==> src/sv/hill_cipher_2x2_mod26_defines.svh <==
// Assertion macros shared by the Hill cipher RTL.
`ifndef HILL_CIPHER_2X2_MOD26_DEFINES_SVH
`define HILL_CIPHER_2X2_MOD26_DEFINES_SVH

// Same-cycle implication, checked on the rising clock edge outside reset.
`define HC_ASSERT_IMPL(label, ante, cons) \
    label: assert property (@(posedge i_clk) disable iff (!i_rst_n) (ante) |-> (cons)) \
        else $error("hill cipher assertion failed");

// Next-cycle implication, checked on the rising clock edge outside reset.
`define HC_ASSERT_NEXT(label, ante, cons) \
    label: assert property (@(posedge i_clk) disable iff (!i_rst_n) (ante) |=> (cons)) \
        else $error("hill cipher assertion failed");

`endif

==> src/sv/hc_pkg.sv <==
// Types, constants and arithmetic helpers for the Hill cipher block.
`default_nettype none
package hc_pkg;

    localparam int unsigned LETTER_W   = 5;
    localparam int unsigned PROD_W     = 10;
    localparam int unsigned SUM_W      = 11;
    localparam int unsigned REG_IDX_W  = 2;
    localparam int unsigned SETTLE_W   = 3;

    typedef logic [LETTER_W-1:0]  t_letter;
    typedef logic [PROD_W-1:0]    t_prod;
    typedef logic [SUM_W-1:0]     t_sum;
    typedef logic [REG_IDX_W-1:0] t_reg_idx;

    localparam t_letter LETTERS    = 5'd26;
    localparam t_letter PAD_LETTER = 5'd23;
    localparam t_sum    LETTERS_SQ = 11'd676;
    localparam logic [SETTLE_W-1:0] SETTLE_CYCLES = 3'd6;

    localparam t_reg_idx REG_K00 = 2'd0;
    localparam t_reg_idx REG_K01 = 2'd1;
    localparam t_reg_idx REG_K10 = 2'd2;
    localparam t_reg_idx REG_K11 = 2'd3;

    localparam t_letter K00_RESET = 5'd1;
    localparam t_letter K01_RESET = 5'd0;
    localparam t_letter K10_RESET = 5'd0;
    localparam t_letter K11_RESET = 5'd1;

    // Matrix entries in the order row0col0, row0col1, row1col0, row1col1.
    typedef logic [3:0][LETTER_W-1:0] t_mat;

    typedef struct packed {
        t_mat enc;
        t_mat dec;
        logic singular;
        logic settled;
    } t_key_mats;

    typedef struct packed {
        logic s1_en;
        logic s2_en;
    } t_lane_ctrl;

    // One conditional subtract brings a 5-bit value into 0..25.
    function automatic t_letter reduce5(input t_letter v);
        return (v >= LETTERS) ? t_letter'(v - LETTERS) : v;
    endfunction

    // Remainder by 26 through the reciprocal 315/8192; the quotient estimate is
    // never too large and at most one short, so one correction step follows.
    function automatic t_letter mod26(input t_sum v);
        logic [19:0] prod;
        logic [6:0]  q;
        t_sum        r;
        prod = 20'(v) * 20'd315;
        q    = prod[19:13];
        r    = v - t_sum'(11'(q) * 11'd26);
        if (r >= t_sum'(LETTERS)) begin
            r = r - t_sum'(LETTERS);
        end
        return r[LETTER_W-1:0];
    endfunction

    // Inverse of each unit modulo 26; residues without an inverse give zero.
    function automatic t_letter unit_inverse(input t_letter d);
        t_letter inv;
        case (d)
            5'd1:    inv = 5'd1;
            5'd3:    inv = 5'd9;
            5'd5:    inv = 5'd21;
            5'd7:    inv = 5'd15;
            5'd9:    inv = 5'd3;
            5'd11:   inv = 5'd19;
            5'd15:   inv = 5'd7;
            5'd17:   inv = 5'd23;
            5'd19:   inv = 5'd11;
            5'd21:   inv = 5'd5;
            5'd23:   inv = 5'd17;
            5'd25:   inv = 5'd25;
            default: inv = 5'd0;
        endcase
        return inv;
    endfunction

endpackage
`default_nettype wire

==> src/sv/hc_if.sv <==
// Valid/ready channel interfaces for letter pairs, results and key writes.
`default_nettype none
interface hc_pair_if;
    import hc_pkg::*;
    logic    valid;
    logic    ready;
    logic    operation;
    t_letter first_letter;
    t_letter second_letter;
    logic    second_missing;

    modport source (output valid, operation, first_letter, second_letter, second_missing,
                    input ready);
    modport sink   (input valid, operation, first_letter, second_letter, second_missing,
                    output ready);
endinterface

interface hc_res_if;
    import hc_pkg::*;
    logic    valid;
    logic    ready;
    t_letter first_out;
    t_letter second_out;
    logic    key_not_invertible;

    modport source (output valid, first_out, second_out, key_not_invertible, input ready);
    modport sink   (input valid, first_out, second_out, key_not_invertible, output ready);
endinterface

interface hc_cfg_if;
    import hc_pkg::*;
    logic     valid;
    logic     ready;
    t_reg_idx reg_index;
    t_letter  wr_data;

    modport source (output valid, reg_index, wr_data, input ready);
    modport sink   (input valid, reg_index, wr_data, output ready);
endinterface
`default_nettype wire

==> src/sv/hc_keygen.sv <==
// Key registers and the pipelined derivation of the inverse key matrix.
`default_nettype none
module hc_keygen (
    input  wire               i_clk,
    input  wire               i_rst_n,
    hc_cfg_if.sink            i_cfg,
    output hc_pkg::t_key_mats o_mats
);
    import hc_pkg::*;

    t_letter r_k00, r_k01, r_k10, r_k11;
    t_mat    r_kr;
    t_letter r_neg01, r_neg10;
    t_mat    r_kr2;
    t_letter r_neg01_2, r_neg10_2;
    t_prod   r_p0, r_p1;
    t_mat    r_kr3;
    t_letter r_neg01_3, r_neg10_3;
    t_letter r_det;
    t_mat    r_kr4;
    t_letter r_inv;
    logic    r_singular;
    t_prod   r_m00p, r_m01p, r_m10p, r_m11p;
    logic    r_singular5;
    t_mat    r_dec;
    logic    r_singular6;
    logic [SETTLE_W-1:0] r_settle;
    logic [SETTLE_W-1:0] n_settle;
    logic    wr_fire;

    assign i_cfg.ready = 1'b1;
    assign wr_fire     = i_cfg.valid && i_cfg.ready;

    always_ff @(posedge i_clk) begin
        if (!i_rst_n) begin
            r_k00 <= K00_RESET;
            r_k01 <= K01_RESET;
            r_k10 <= K10_RESET;
            r_k11 <= K11_RESET;
        end else if (wr_fire) begin
            case (i_cfg.reg_index)
                REG_K00: r_k00 <= i_cfg.wr_data;
                REG_K01: r_k01 <= i_cfg.wr_data;
                REG_K10: r_k10 <= i_cfg.wr_data;
                REG_K11: r_k11 <= i_cfg.wr_data;
                default: ;
            endcase
        end
    end

    always_comb begin
        if (wr_fire) begin
            n_settle = SETTLE_CYCLES;
        end else if (r_settle != '0) begin
            n_settle = r_settle - 1'b1;
        end else begin
            n_settle = r_settle;
        end
    end

    always_ff @(posedge i_clk) begin
        if (!i_rst_n) begin
            r_settle <= SETTLE_CYCLES;
        end else begin
            r_settle <= n_settle;
        end
    end

    // The derivation runs freely; the settle count covers its depth.
    always_ff @(posedge i_clk) begin
        r_kr      <= {reduce5(r_k11), reduce5(r_k10), reduce5(r_k01), reduce5(r_k00)};

        r_kr2     <= r_kr;
        r_neg01   <= (r_kr[1] == '0) ? '0 : t_letter'(LETTERS - r_kr[1]);
        r_neg10   <= (r_kr[2] == '0) ? '0 : t_letter'(LETTERS - r_kr[2]);
        r_p0      <= t_prod'(r_kr[0]) * t_prod'(r_kr[3]);
        r_p1      <= t_prod'(r_kr[1]) * t_prod'(r_kr[2]);
        r_neg01_2 <= r_neg01;
        r_neg10_2 <= r_neg10;

        r_kr3     <= r_kr2;
        r_neg01_3 <= r_neg01_2;
        r_neg10_3 <= r_neg10_2;
        r_det     <= mod26(t_sum'(r_p0) + LETTERS_SQ - t_sum'(r_p1));

        r_kr4      <= r_kr3;
        r_inv      <= unit_inverse(r_det);
        r_singular <= (unit_inverse(r_det) == '0);

        // A singular key has a zero inverse, so the decrypt matrix comes out zero.
        r_m00p      <= t_prod'(r_kr4[3]) * t_prod'(r_inv);
        r_m01p      <= t_prod'(r_neg01_3) * t_prod'(r_inv);
        r_m10p      <= t_prod'(r_neg10_3) * t_prod'(r_inv);
        r_m11p      <= t_prod'(r_kr4[0]) * t_prod'(r_inv);
        r_singular5 <= r_singular;

        r_dec       <= {mod26(t_sum'(r_m11p)), mod26(t_sum'(r_m10p)),
                        mod26(t_sum'(r_m01p)), mod26(t_sum'(r_m00p))};
        r_singular6 <= r_singular5;
    end

    assign o_mats.enc      = r_kr;
    assign o_mats.dec      = r_dec;
    assign o_mats.singular = r_singular6;
    assign o_mats.settled  = (r_settle == '0);

endmodule
`default_nettype wire

==> src/sv/hc_lane.sv <==
// One matrix row: two products, then their sum reduced modulo 26.
`default_nettype none
module hc_lane (
    input  wire                i_clk,
    input  hc_pkg::t_lane_ctrl i_ctrl,
    input  hc_pkg::t_letter    i_coef0,
    input  hc_pkg::t_letter    i_coef1,
    input  hc_pkg::t_letter    i_first,
    input  hc_pkg::t_letter    i_second,
    output hc_pkg::t_letter    o_res
);
    import hc_pkg::*;

    t_prod   r_pa;
    t_prod   r_pb;
    t_letter r_res;

    always_ff @(posedge i_clk) begin
        if (i_ctrl.s1_en) begin
            r_pa <= t_prod'(i_coef0) * t_prod'(i_first);
            r_pb <= t_prod'(i_coef1) * t_prod'(i_second);
        end
        if (i_ctrl.s2_en) begin
            r_res <= mod26(t_sum'(r_pa) + t_sum'(r_pb));
        end
    end

    assign o_res = r_res;

endmodule
`default_nettype wire

==> src/sv/hc_merge.sv <==
// Output register that joins both lane results and the key flag into one beat.
`default_nettype none
module hc_merge (
    input  wire             i_clk,
    input  wire             i_rst_n,
    input  wire             i_valid,
    input  hc_pkg::t_letter i_row0,
    input  hc_pkg::t_letter i_row1,
    input  wire             i_flag,
    output logic            o_load,
    hc_res_if.source        o_res
);
    import hc_pkg::*;

    logic    r_valid;
    t_letter r_first;
    t_letter r_second;
    logic    r_flag;

    assign o_load = !r_valid || o_res.ready;

    always_ff @(posedge i_clk) begin
        if (!i_rst_n) begin
            r_valid <= 1'b0;
        end else if (o_load) begin
            r_valid <= i_valid;
        end
    end

    always_ff @(posedge i_clk) begin
        if (o_load) begin
            r_first  <= i_row0;
            r_second <= i_row1;
            r_flag   <= i_flag;
        end
    end

    assign o_res.valid              = r_valid;
    assign o_res.first_out          = r_first;
    assign o_res.second_out         = r_second;
    assign o_res.key_not_invertible = r_flag;

endmodule
`default_nettype wire

==> src/sv/hill_cipher_2x2_mod26.sv <==
// Top level: 2x2 Hill cipher over letter indices modulo 26.
//
// Channels: i_pair takes one beat per letter pair (operation, first_letter,
// second_letter, second_missing); o_res returns one beat per pair with
// first_out, second_out and key_not_invertible. i_cfg writes one key entry per
// beat, reg_index 0..3 selecting row0col0, row0col1, row1col0, row1col1; it is
// always ready. Key writes belong to idle periods between traffic.
// A pair passes the lane product register, lane sum register and output register
// to reach o_res. Throughput: one pair per cycle while the key is settled and the
// receiver takes o_res beats, through this three-register pipeline.
// After reset and after each key write, i_pair.ready stays low while the inverse
// key is derived through its six-register pipeline.
// Reset returns the key to the identity matrix and empties the pipeline.
// When the receiver stalls, the output register holds its beat and earlier
// stages keep filling until no stage is free; then i_pair.ready drops.
// A lone final letter is sent with second_missing set and is padded with 'x'.
`default_nettype none
module hill_cipher_2x2_mod26 (
    input  wire      i_clk,
    input  wire      i_rst_n,
    hc_cfg_if.sink   i_cfg,
    hc_pair_if.sink  i_pair,
    hc_res_if.source o_res
);
    import hc_pkg::*;

    t_key_mats  mats;
    t_lane_ctrl lane_ctrl;
    logic       out_load;
    logic       s1_load;
    logic       s2_load;
    logic       in_fire;
    logic       r_v1, r_v2;
    logic       r_flag1, r_flag2;
    t_letter    a_red;
    t_letter    b_red;
    t_mat       coef;
    t_letter    row0, row1;

    hc_keygen u_keygen (
        .i_clk   (i_clk),
        .i_rst_n (i_rst_n),
        .i_cfg   (i_cfg),
        .o_mats  (mats)
    );

    assign s2_load      = !r_v2 || out_load;
    assign s1_load      = !r_v1 || s2_load;
    assign i_pair.ready = s1_load && mats.settled;
    assign in_fire      = i_pair.valid && i_pair.ready;

    assign lane_ctrl.s1_en = s1_load;
    assign lane_ctrl.s2_en = s2_load;

    assign a_red = reduce5(i_pair.first_letter);
    assign b_red = i_pair.second_missing ? PAD_LETTER : reduce5(i_pair.second_letter);
    assign coef  = i_pair.operation ? mats.dec : mats.enc;

    hc_lane u_lane0 (
        .i_clk    (i_clk),
        .i_ctrl   (lane_ctrl),
        .i_coef0  (coef[0]),
        .i_coef1  (coef[1]),
        .i_first  (a_red),
        .i_second (b_red),
        .o_res    (row0)
    );

    hc_lane u_lane1 (
        .i_clk    (i_clk),
        .i_ctrl   (lane_ctrl),
        .i_coef0  (coef[2]),
        .i_coef1  (coef[3]),
        .i_first  (a_red),
        .i_second (b_red),
        .o_res    (row1)
    );

    always_ff @(posedge i_clk) begin
        if (!i_rst_n) begin
            r_v1 <= 1'b0;
            r_v2 <= 1'b0;
        end else begin
            if (s1_load) begin
                r_v1 <= in_fire;
            end
            if (s2_load) begin
                r_v2 <= r_v1;
            end
        end
    end

    always_ff @(posedge i_clk) begin
        if (s1_load) begin
            r_flag1 <= mats.singular;
        end
        if (s2_load) begin
            r_flag2 <= r_flag1;
        end
    end

    hc_merge u_merge (
        .i_clk   (i_clk),
        .i_rst_n (i_rst_n),
        .i_valid (r_v2),
        .i_row0  (row0),
        .i_row1  (row1),
        .i_flag  (r_flag2),
        .o_load  (out_load),
        .o_res   (o_res)
    );

`include "hill_cipher_2x2_mod26_defines.svh"

    `HC_ASSERT_NEXT(a_accept_fills_s1, in_fire, r_v1)
    `HC_ASSERT_NEXT(a_cfg_blocks_input, i_cfg.valid && i_cfg.ready, !i_pair.ready)
    `HC_ASSERT_IMPL(a_full_blocks_input, o_res.valid && !o_res.ready && r_v2 && r_v1, !i_pair.ready)
    `HC_ASSERT_IMPL(a_out_in_range, o_res.valid, o_res.first_out < LETTERS && o_res.second_out < LETTERS)

endmodule
`default_nettype wire

==> src/flat_wrapper.sv <==
// flat-port wrapper written by rule: the top's interface ports become plain ports
module hill_cipher_2x2_mod26_flat import hc_pkg::*;
  (i_clk, i_rst_n, i_cfg_valid, i_cfg_reg_index, i_cfg_wr_data, i_cfg_ready, i_pair_valid, i_pair_operation, i_pair_first_letter, i_pair_second_letter, i_pair_second_missing, i_pair_ready, o_res_valid, o_res_first_out, o_res_second_out, o_res_key_not_invertible, o_res_ready);
  hc_cfg_if i_cfg_i ();
  hc_pair_if i_pair_i ();
  hc_res_if o_res_i ();
  input  wire i_clk;
  input  wire i_rst_n;
  input wire logic [$bits(i_cfg_i.valid)-1:0] i_cfg_valid;
  input wire logic [$bits(i_cfg_i.reg_index)-1:0] i_cfg_reg_index;
  input wire logic [$bits(i_cfg_i.wr_data)-1:0] i_cfg_wr_data;
  output wire logic [$bits(i_cfg_i.ready)-1:0] i_cfg_ready;
  input wire logic [$bits(i_pair_i.valid)-1:0] i_pair_valid;
  input wire logic [$bits(i_pair_i.operation)-1:0] i_pair_operation;
  input wire logic [$bits(i_pair_i.first_letter)-1:0] i_pair_first_letter;
  input wire logic [$bits(i_pair_i.second_letter)-1:0] i_pair_second_letter;
  input wire logic [$bits(i_pair_i.second_missing)-1:0] i_pair_second_missing;
  output wire logic [$bits(i_pair_i.ready)-1:0] i_pair_ready;
  output wire logic [$bits(o_res_i.valid)-1:0] o_res_valid;
  output wire logic [$bits(o_res_i.first_out)-1:0] o_res_first_out;
  output wire logic [$bits(o_res_i.second_out)-1:0] o_res_second_out;
  output wire logic [$bits(o_res_i.key_not_invertible)-1:0] o_res_key_not_invertible;
  input wire logic [$bits(o_res_i.ready)-1:0] o_res_ready;
  assign i_cfg_i.valid = i_cfg_valid;
  assign i_cfg_i.reg_index = i_cfg_reg_index;
  assign i_cfg_i.wr_data = i_cfg_wr_data;
  assign i_cfg_ready = i_cfg_i.ready;
  assign i_pair_i.valid = i_pair_valid;
  assign i_pair_i.operation = i_pair_operation;
  assign i_pair_i.first_letter = i_pair_first_letter;
  assign i_pair_i.second_letter = i_pair_second_letter;
  assign i_pair_i.second_missing = i_pair_second_missing;
  assign i_pair_ready = i_pair_i.ready;
  assign o_res_valid = o_res_i.valid;
  assign o_res_first_out = o_res_i.first_out;
  assign o_res_second_out = o_res_i.second_out;
  assign o_res_key_not_invertible = o_res_i.key_not_invertible;
  assign o_res_i.ready = o_res_ready;
  hill_cipher_2x2_mod26 u_core (.i_clk(i_clk), .i_rst_n(i_rst_n), .i_cfg(i_cfg_i), .i_pair(i_pair_i), .o_res(o_res_i));
endmodule
==> config.mk <==
export PLATFORM = sky130hd
export DESIGN_NAME = hill_cipher_2x2_mod26_flat
export DESIGN_NICKNAME = d
export VERILOG_FILES = /design/src/sv/hc_pkg.sv /design/src/sv/hc_if.sv /design/src/sv/hc_keygen.sv /design/src/sv/hc_lane.sv /design/src/sv/hc_merge.sv /design/src/sv/hill_cipher_2x2_mod26.sv /design/src/flat_wrapper.sv
export VERILOG_INCLUDE_DIRS = /design/src /design/src/sv
export SDC_FILE = /design/constraint.sdc
export NUM_CORES = 1
export LEC_CHECK = 0
export BUFFER_PORTS_ARGS = -buffer_cell sky130_fd_sc_hd__buf_2
export CAP_MARGIN = 5
export CORE_MARGIN = 2
export CORE_UTILIZATION = 65
export DETAILED_ROUTE_END_ITERATION = 16
export GPL_TIMING_DRIVEN = 0
export PLACE_DENSITY = 0.92
export SYNTH_ARGS = -nofsm -noshare
export SYNTH_HDL_FRONTEND = slang
export SYNTH_SLANG_ARGS = --single-unit
export TNS_END_PERCENT = 5
==> constraint.sdc <==
create_clock -name i_clk -period 11 [get_ports i_clk]
set_input_delay 0.55 -clock i_clk [delete_from_list [all_inputs] [get_ports i_clk]]
set_output_delay 0.55 -clock i_clk [all_outputs]
set_load 0.02 [all_outputs]
======== Word level (Yosys, flattened, before mapping) ========
Memories as Yosys holds them, arrays and structs flattened. A register that Yosys moved wholly into a read port is not among the register bits.
Cells that the tools add are included.
storage, ports and cells
  memories kept ........................... 2
  logic and storage cells ................. 153
  output and inout bits ................... 14
  bits of input ports ..................... 24
  ROM bits ................................ 320
  flip-flop bits (word level) ............. 257
operators by class
  multiply operators ...................... 24
  $add $sub $neg .......................... 27
  mux-type cells .......................... 15
  equality and inequality tests ........... 3
  reduce and logical (&&, ||, !) cells .... 19
  bitwise logic cells ..................... 1
  $lt $le $gt $ge ......................... 13
memories
  memory            depth  width  rd ports  clocked after memory_dff  wr ports  line          source
  (name not given)  32     5      1         1                         0         hc_pkg.sv:69  case (d)
  (name not given)  32     5      1         1                         0         hc_pkg.sv:69
operator list
  operator                                               count
  multiplier 5 x 5 -> 10 bit                             10
  >= comparator 11 x 5 -> 1 bit (second input constant)  7
  multiplier 10 x 9 -> 19 bit (second input constant)    4
  two-way mux 5 bit                                      14
  subtractor 5 bit (second input constant)               13
  multiplier 11 x 9 -> 20 bit (second input constant)    3
  subtractor 10 x 11 -> 11 bit                           4
  multiplier 6 x 4 -> 10 bit (second input constant)     4
  subtractor 11 bit                                      3
  >= comparator 5 bit (second input constant)            6
  multiplier 7 x 4 -> 10 bit (second input constant)     3
  adder 10 x 10 -> 11 bit                                2
  two-way mux 20 bit                                     1
  logical NOT 5 bit                                      3
  adder 10 x 10 -> 11 bit (second input constant)        1
  subtractor 11 x 10 -> 11 bit                           1
  subtractor 5 bit (first input constant)                2
  AND reduction 2 bit                                    4
  equality test 2 bit (second input constant)            2
  logical NOT 1 bit                                      3
  logical NOT 3 bit                                      1
  logical OR 1 bit                                       3
  nonzero test 3 bit                                     1
  subtractor 3 x 1 -> 3 bit (second input constant)      1
  5 further kinds                                        6

======== Depth between registers and ports, before layout ========
  depth after elaboration ................. 7
  gate-level depth with buffers ........... 48
  mapped depth without buffers ............ 47

======== Hierarchy ========
A second synthesis with hierarchy kept.
unflattened totals
  cell total of the unflattened synthesis .. 3591
  area total of the unflattened synthesis .. 34088.9 um^2
by module, submodules not included
  module                 sequential area each (um^2)  area each (um^2)  cells an instance  times used
  hc_keygen              4023.9                       22482.8           2382               1
  hc_lane                750.7                        5327.6            565                2
  hill_cipher_2x2_mod26  100.1                        571.8             64                 1
  hc_merge               350.3                        379.1             15                 1

======== Worst setup path after synthesis ========
Ideal clock, no wire load.
  kind .................................... flip-flop to flip-flop
  start point ............................. reg u_core.u_keygen.r_p1[1]
  end point ............................... reg with a tool-made name
  path buffers ............................ 1
  period minus slack after synthesis ...... 9599 ps
  cell stages (with the launch flop) ...... 47
  data required time ...................... 10873 ps
  library setup time ...................... 127 ps
  arrival time ............................ 9472 ps
  path slack .............................. 1401 ps
  cells stage by stage .................... dfxtp_1 -> inv_1 -> ha_1 -> ha_1 -> inv_1 -> fa_1 -> nor2b_1 -> o2111ai_1 -> nand2_1 -> nor2_1 -> xnor2_1 -> inv_1 -> fa_1 -> inv_1 -> fa_1 -> fa_1 -> inv_1 -> fa_1 -> (+11 left out) -> inv_1 -> ha_1 -> nor2b_1 -> o21a_1 -> o21ai_0 -> nand2_1 -> ha_1 -> and2_1 -> nor2_1 -> a2111oi_2 -> a21oi_1 -> a2111oi_4 -> o211ai_2 -> and2_1 -> buf_6 -> mux2_1 -> a21oi_1 -> o22ai_1
RTL lines
  what                      line             source
  start: declaration        hc_keygen.sv:16  t_prod r_p0, r_p1;
  start signal: assignment  hc_keygen.sv:77  r_p1 <= t_prod'(r_kr[1]) * t_prod'(r_kr[2]);

======== Worst setup path in the final report ========
  start point ............................. reg u_core.u_lane1.r_pa[0]
  end point ............................... reg u_core.u_lane1.r_res[4] (netlist: u_core.u_lane1.o_res[4]) (data pin)
between the ends
  longest elaborated chain between the ends .. 6
  elaborated cells on any way between the ends .. 7
  those cells by class .................... add/sub (3); mul (2); order compare (1); mux (1)
RTL lines
  what                                                                      line                        source
  start: declaration                                                        hc_lane.sv:14               t_prod r_pa;
  start signal: assignment                                                  hc_lane.sv:20               r_pa <= t_prod'(i_coef0) * t_prod'(i_first);
  adder 10 x 10 -> 11 bit *                                                 hc_lane.sv:24               r_res <= mod26(t_sum'(r_pa) + t_sum'(r_pb));
  multiplier 11 x 9 -> 20 bit                                               hc_pkg.sv:57                prod = 20'(v) * 20'd315;
  multiplier 7 x 4 -> 10 bit                                                hc_pkg.sv:59                r = v - t_sum'(11'(q) * 11'd26);
  subtractor 11 bit *                                                       hc_pkg.sv:59
  >= comparator 11 x 5 -> 1 bit / subtractor 5 bit (equally long branches)  hc_pkg.sv:60, hc_pkg.sv:61
  two-way mux 5 bit *                                                       hc_pkg.sv:60                if (r >= t_sum'(LETTERS)) begin
  end signal: assignment                                                    hc_lane.sv:24
  end: declaration                                                          hc_lane.sv:16               t_letter r_res;
Every way passes the cells marked *; elsewhere a longest branch is shown, timed or not.
A chain may end at the register's enable or synchronous reset.

==> run_results.csv <==
group,metric,value,unit
worst_hold_path,hold_end,"u_core.u_keygen.r_k00[0]$_SDFFE_PN1P_",
logic_synthesis,synth_ff_type,"dfxtp_1",
logic_synthesis,yosysSeqAreaShare,17.7,%
global_routing,grt_use_total,28.8,%
detailed_routing,drc,0,
global_routing,overflow,0,
worst_hold_path,min_path_type,"input pin to flip-flop",
run,drv_cap,0,
logic_synthesis,yosys.area.top_type_share,26.8,%
place,dpl.hpwl,59.0,mm
setup_path,crit_type,"flip-flop to flip-flop",
layout,nets,4680,
detailed_routing,wl_per_cell,17.5,um
logic_synthesis,avgSynthCellArea,9.51,sq um
setup_path,critical_path_required,11310,ps
timing,setup_ws,360,ps
logic_synthesis,synth_largest_area_cell,"ha_1",
floorplan,chipHeight,232,um
logic_synthesis,ys_warn_count,0,
place,post-place-ws,260,ps
detailed_routing,ant_nets,0,
global_routing,grt_pass1_vias,27300,
clock_network,path_clk_slew,70,ps
global_routing,grt_start_max_net_pins,40,
layout,final_area,0.0357,sq mm
setup_path,cp_slowest_cell,"fa_1",
logic_synthesis,synth-edff-count,63,
setup_path,r2r-end,"u_core.u_lane1.o_res[4]$_DFFE_PP_",
worst_hold_path,hold_depth,3,
setup_path,startpoint_type,"flip-flop",
layout,area_growth_syn_to_layout,6.12,%
logic_synthesis,synth_area_leaders,"ha_1 27%, fa_1 20%, dfxtp_1 12%",
clock_network,ctsHoldBuffers,0,
place,place_congestion,0.875,
detailed_routing,drt_wl_total,75.3,mm
place,port_buffers,35,
timing,maxSlewHeadroom,25.5,%
logic_synthesis,synth_nets,4613,
clock_network,cts_buffers,27,
timing,hold_viol_final,0,
timing,period_share,96.7,%
logic_synthesis,synth_seq_cells,267,
layout,final_cell_mix,"831 x inv_1, 720 x ha_1, 329 x fa_1, 204 x dfxtp_1, 180 x a21oi_1",
detailed_routing,drt_iter0_drc,1591,
setup_path,r2r_cells,38,
floorplan,core_area,0.0513,sq mm
layout,final_common_cell,"inv_1",
clock_network,cts_max_level,1,
timing,tightestPinTransition,1110,ps
floorplan,num_io_pins,38,
global_routing,grt_pass1_wl,126,mm
setup_path,arrival,10950,ps
place,dpl-instance-area,0.0347,sq mm
logic_synthesis,async_flop_share,0,%
setup_path,end_kind,"flip-flop",
timing,maxSlewViolCount,0,
worst_hold_path,min_from,"i_cfg_wr_data[0]",
setup_path,slowest_delay,540,ps
floorplan,dieArea,0.0536,sq mm
floorplan,die_w,232,um
clock_network,clk_path_buf_depth,3,
logic_synthesis,syn-cell-area,0.0337,sq mm
logic_synthesis,synth_cells,3540,
setup_path,r2r_start,"u_core.u_lane1.r_pa[0]$_DFFE_PN_",
timing,fmax,94.0,MHz
timing,finalCriticalPeriod,10640,ps
clock_network,worstSkewPairLatency,580,ps
logic_synthesis,synth_cell_types,82,
outcome,status,"finished clean",
clock_network,cts_root_buf,"clkbuf_16",
floorplan,start_util,65.6,%
detailed_routing,post_drt_via_cell_ratio,5.77,
detailed_routing,firstDrtPassIters,7,
timing,skew,21.3,ps
clock_network,cts_tree,"done",
setup_path,worst-r2r-setup-slack,360,ps
setup_path,cp_max_fo,5,
global_routing,antenna_found_initial,6,
detailed_routing,routed-via-count,24900,
clock_network,clock_sinks,267,
timing,setup_viol,0,
floorplan,std_cell_rows,83,
layout,drive_above_1_share,3.80,%
layout make-up:
type,instances,area (sq um)
inverter,833,3130
sequential,267,5980
multi-input combinational,2410,24500
timing repair buffer,38,208
tap,680,851
fill,3317,15600
antenna,4,10.0
clock buffer,31,711
clock inverter,19,230
buffer,30,124
timing repair:
item,4_1_cts,5_1_grt
buffers inserted,0,1
endpoints found under the setup margin,0,13
hold endpoints to repair,0,0
resized for setup,0,10
cells by family (layout without fill, tap and decap cells):
| family | count (synthesis) | after routing | synth area share, % |
|---|---|---|---|
| AND/OR/NAND/NOR | 536 | 536 | 7.90 |
| XOR/XNOR | 222 | 222 | 6.03 |
| multiplexers | 54 | 54 | 1.69 |
| buffers and inverters | 863 | 951 | 9.66 |
| other | 1 | 5 | 0.0111 |
| AO/OA/AOI/OAI | 547 | 547 | 10.6 |
| flip-flops | 267 | 267 | 17.7 |
| adder cells (fa/ha/maj) | 1050 | 1050 | 46.3 |
worst max-delay path by stage:
stage                                           from                           endpoint
CTS                  u_core.u_keygen.r_p0[0]$_DFF_P_                          flip-flop
floorplan            u_core.u_keygen.r_p1[1]$_DFF_P_                          flip-flop
global route        u_core.u_lane1.r_pa[1]$_DFFE_PN_  u_core.u_lane1.o_res[4]$_DFFE_PP_
finish              u_core.u_lane1.r_pa[0]$_DFFE_PN_  u_core.u_lane1.o_res[4]$_DFFE_PP_
detailed placement   u_core.u_keygen.r_p1[1]$_DFF_P_                          flip-flop
global placement     u_core.u_keygen.r_p1[1]$_DFF_P_                          flip-flop
cells in the mapped netlist (16+ instances only):
cell	number
a21boi_0	19
nor2_1	141
nand2_1	144
dfxtp_1	204
inv_1	832
a21oi_1	181
xnor2_1	142
clkbuf_1	25
mux2i_1	39
nor3_1	16
xor2_1	73
nor2b_1	47
nand3_1	23
and2_1	98
o21a_1	33
o21bai_1	66
fa_1	329
ha_1	720
edfxtp_1	63
a211oi_1	17
a21o_1	70
o21ai_0	83
per-stage QoR:
stage	utilization (%)	TNS, ps	cells	hold slack (ps)
after floorplan	-	0	3540	310
after global placement	67.6	0	4255	311
after detailed placement	67.7	0	4256	312
after CTS	69.5	0	4306	268
after global routing	69.6	-80.1	4308	310
final	69.7	0	4312	275
registers in the layout, summed over array words and instances, names as in the netlist, 10 cells and up, named ones only:
signal                  count
u_core.u_keygen.o_mats     40
u_core.u_keygen.r_kr2      10
u_core.u_keygen.r_kr3      10
u_core.u_keygen.r_kr4      10
u_core.u_keygen.r_m00p     10
u_core.u_keygen.r_m01p     10
u_core.u_keygen.r_m10p     10
u_core.u_keygen.r_m11p     10
u_core.u_keygen.r_p0       10
u_core.u_keygen.r_p1       10
u_core.u_lane0.r_pa        10
u_core.u_lane0.r_pb        10
u_core.u_lane1.r_pa        10
u_core.u_lane1.r_pb        10
worst max-delay path: cells and delay by family, from the launching register on:
family	cells	cell delay, ps
xor+xnor	4	810
fa+ha+maj	11	4280
flops	1	370
compound gates	14	3320
simple gates	3	1030
buf+inv	6	530
routing by layer:
| metal | share of wire, % | vias to the layer above | GRT usage (%) |
|---|---|---|---|
| met5 | 0.056 | - | 0 |
| met4 | 5.5 | 6 | 14.9 |
| met3 | 6.4 | 390 | 4.90 |
| met2 | 51 | 888 | 52.5 |
| met1 | 37 | 12000 | 32.1 |
| li1 | - | 11600 | - |
Power is left out: the tool's default activity adds up to more than one toggle a clock period on the data nets, which glitch-free logic cannot reach.
